File: src/rtl/sha512_ram.sv
module sha512_ram #(
    parameter int WIDTH = 8,
    parameter int DEPTH = 128
) (
    input  logic                     i_clk,
    input  logic                     i_we,
    input  logic [$clog2(DEPTH)-1:0] i_waddr,
    input  logic [WIDTH-1:0]         i_wdata,
    input  logic [$clog2(DEPTH)-1:0] i_raddr,
    output logic [WIDTH-1:0]         o_rdata
);

    logic [WIDTH-1:0] r_mem [DEPTH];

    always_ff @(posedge i_clk) begin
        if (i_we) begin
            r_mem[i_waddr] <= i_wdata;
        end
        o_rdata <= r_mem[i_raddr];
    end

endmodule

File: config.mk
export PLATFORM = sky130hd
export DESIGN_NAME = sha512_ram
export DESIGN_NICKNAME = d
export VERILOG_FILES = /design/src/rtl/sha512_ram.sv
export SDC_FILE = /design/constraint.sdc
export NUM_CORES = 1
export LEC_CHECK = 0
export BUFFER_PORTS_ARGS = -buffer_cell sky130_fd_sc_hd__buf_2
export CAP_MARGIN = 5
export CORE_MARGIN = 1
export CORE_UTILIZATION = 43
export DETAILED_ROUTE_END_ITERATION = 8
export SLEW_MARGIN = 20
export SYNTH_ARGS = -nofsm -noshare
export SYNTH_HDL_FRONTEND = slang
export SYNTH_SLANG_ARGS = --single-unit
File: constraint.sdc
create_clock -name i_clk -period 4.8 [get_ports i_clk]
set_input_delay 1.44 -clock i_clk [delete_from_list [all_inputs] [get_ports i_clk]]
set_output_delay 1.44 -clock i_clk [all_outputs]
set_load 0.05 [all_outputs]
==> impl_metrics.yaml <==
flow_run:
  drv_cap: 0
sta:
  slew_violations: 0
  rsz0062_at_grt: "no"
  finClkSkew_ns: 0.0282
  setup_tns_ns: 0
  fmax_mhz: 282
  hold_violations: 0
  timing.final.crit_share_pct: 73.9
  fin_crit_ns: 3.55
  finalSetupViolCount: 0
  relSlewSlack_pct: 26.9
  tightest_slew_ns: 1.10
detailed_routing:
  initialDrtViolationCount: 1977
  top_layer_used: "met5"
  wl_met3_um: 6770
  wl_met1_um: 39500
  num_vias: 18088
  ant_nets: 0
  viasPerCell: 5.87
  drc: 0
  wl_um: 93300
  dr_wl_met2_um: 44800
  first_pass_iters: 5
  routedWlPerCell_um: 30.3
synth:
  muxShareOfSynthArea_pct: 19.3
  synthCells: 1635
  synth_compound_area_share_pct: 0
  syn_area_per_cell_um2: 24.3
  synth_simple_gate_area_share_pct: 1.76
  ys_seq_elements: 1032
  yosys_warnings: 0
  synth_area_mm2: 0.0397
  ys_seq_area_share_pct: 77.9
  synth_top_family_by_area: "multiplexers"
  synthAdderAreaFrac_pct: 0
  synth_cell_types: 17
  syn_nets: 1659
  synth-xor-area-share_pct: 0
cells_and_area:
  layoutNonFillerInstCount: 3083
  layout_common_cells: "edfxtp_1, mux4_2, buf_4"
  final_common_cell: "edfxtp_1"
  syn_to_final_growth_pct: 14.6
  nets: 1840
  final_cell_area_mm2: 0.0455
  drive_gt1_share_pct: 34.1
cts:
  insertion_delay_ns: 0.66
  post_cts_buffers: 0
  cts_tree: "built"
  post_cts_resized: 0
  cts_buffer_depth: 3
  root_buffer: "clkbuf_16"
  cts.sinks: 1032
  numCtsBuffers: 100
  htree_levels: 3
  clk_pin_slew_ns: 0.06
  ctsHoldBuffers: 0
pwr:
  p_per_area_mw_per_mm2: 412
  power_mw: 18.7
  leakage_nw: 14.1
  ir_drop_uv: 312
die:
  die_y_um: 306
  die-area_mm2: 0.0935
  fp-row-count: 111
  fp.coreArea_mm2: 0.0915
  ioPinCount: 32
  die_w_um: 306
  start_util_pct: 43.3
placed_design:
  place_inst: 2900
  routabilityCongestion: 0.808
  place_area_mm2: 0.0422
  port_buffers: 31
  hpwlAfterDp_um: 58200
worst_setup_path:
  critical_path_arrival_ns: 4.08
  slowest_delay_ns: 0.60
  worst-path-max-fanout: 19
  cp-end-kind: "flip-flop"
  worst_setup_path_start_kind: "input pin"
  path_class: "input pin to flip-flop"
  worstPathRequired_ns: 5.34
  crit_slowest_cell: "mux4_2"
  crit_chain: "buf_8 -> buf_12 -> buf_4 -> mux4_2 -> mux4_2 -> mux4_2 -> mux2_2"
  cpMostUsedCell: "mux4_2"
grt:
  grt_max_degree: 110
  grtUsageTotal_pct: 20.2
  grt_remaining_overflow: 0
  grt_pass1_vias: 18592
  grt_pass1_wl_um: 134000
  antenna_found_initial: 7
run_status:
  status: "completed"
min_path:
  min_path_type: "flip-flop to flip-flop"
## where the power goes
group / switching [mW] / internal, mW
Combinational: 0.601 / 0.405
Sequential: 0.0246 / 9.95
Clock: 3.27 / 4.49
Total: 3.89 / 14.8
## final timing paths
path	cells past startpoint	slack (ns)	endpoint	startpoint
setup / recovery	7	1.25	o_rdata[7]	i_raddr[0]
hold / removal	4	1.15	o_rdata[6]	r_mem[110][6]
setup reg to reg	4	2.32	o_rdata[6]	r_mem[29][6]
hold reg to reg	4	1.15	o_rdata[6]	r_mem[110][6]
## synth_stat cells
cell type | number | area share (%)
buf_1 | 18 | 0.17
or3_1 | 1 | 0.016
nand2b_1 | 2 | 0.032
nor2b_1 | 7 | 0.11
dfxtp_1 | 8 | 0.40
mux4_2 | 336 | 19
nand2_1 | 14 | 0.13
nor2_1 | 122 | 1.2
nand4_1 | 3 | 0.047
mux2_2 | 8 | 0.23
buf_6 | 1 | 0.028
edfxtp_1 | 1024 | 78
buf_2 | 15 | 0.19
clkbuf_1 | 44 | 0.42
nand3_1 | 12 | 0.15
nor3_1 | 9 | 0.11
buf_4 | 11 | 0.21
## cell families (layout without fill, tap and decap cells)
logic type	after synthesis	in the layout
flops	1032	1032
mux	344	344
simple gates	170	170
buf+inv	89	349
other cells	0	2
## worst max-delay path: cells and delay by family
kind / cells / cell delay [ns]
buffers and inverters: 3 / 0.69
muxes: 4 / 1.93
## per-stage QoR
step	setup WS (ns)	hold WS (ns)	util (%)
2_1_floorplan	0.856	1.07	-
3_3_place_gp	0.563	1.14	46.2
3_5_place_dp	0.584	1.14	46.2
4_1_cts	1.27	1.16	49.7
5_1_grt	1.22	1.18	49.7
6_report	1.25	1.15	49.7
## metal layers
| layer | vias to the layer above | GRT usage [%] |
|---|---|---|
| li1 | 7388 | - |
| met1 | 9858 | 29.2 |
| met2 | 710 | 31.7 |
| met3 | 124 | 3.81 |
| met4 | 8 | 5.85 |
| met5 | - | 0 |
## cell type report
class | count | area (um2)
fillers | 7114 | 46100
flip-flops and latches | 1032 | 30900
multi-input cells | 514 | 8350
clock buffers | 126 | 2650
repair buffers | 168 | 1500
well taps | 1186 | 1480
clock inverters | 55 | 568
diodes | 2 | 5.00
## registers in the layout (all words and copies together) (netlist names)
signal	cells
r_mem	1024
o_rdata	8
No activity file was read; power rests on OpenSTA's default activity.
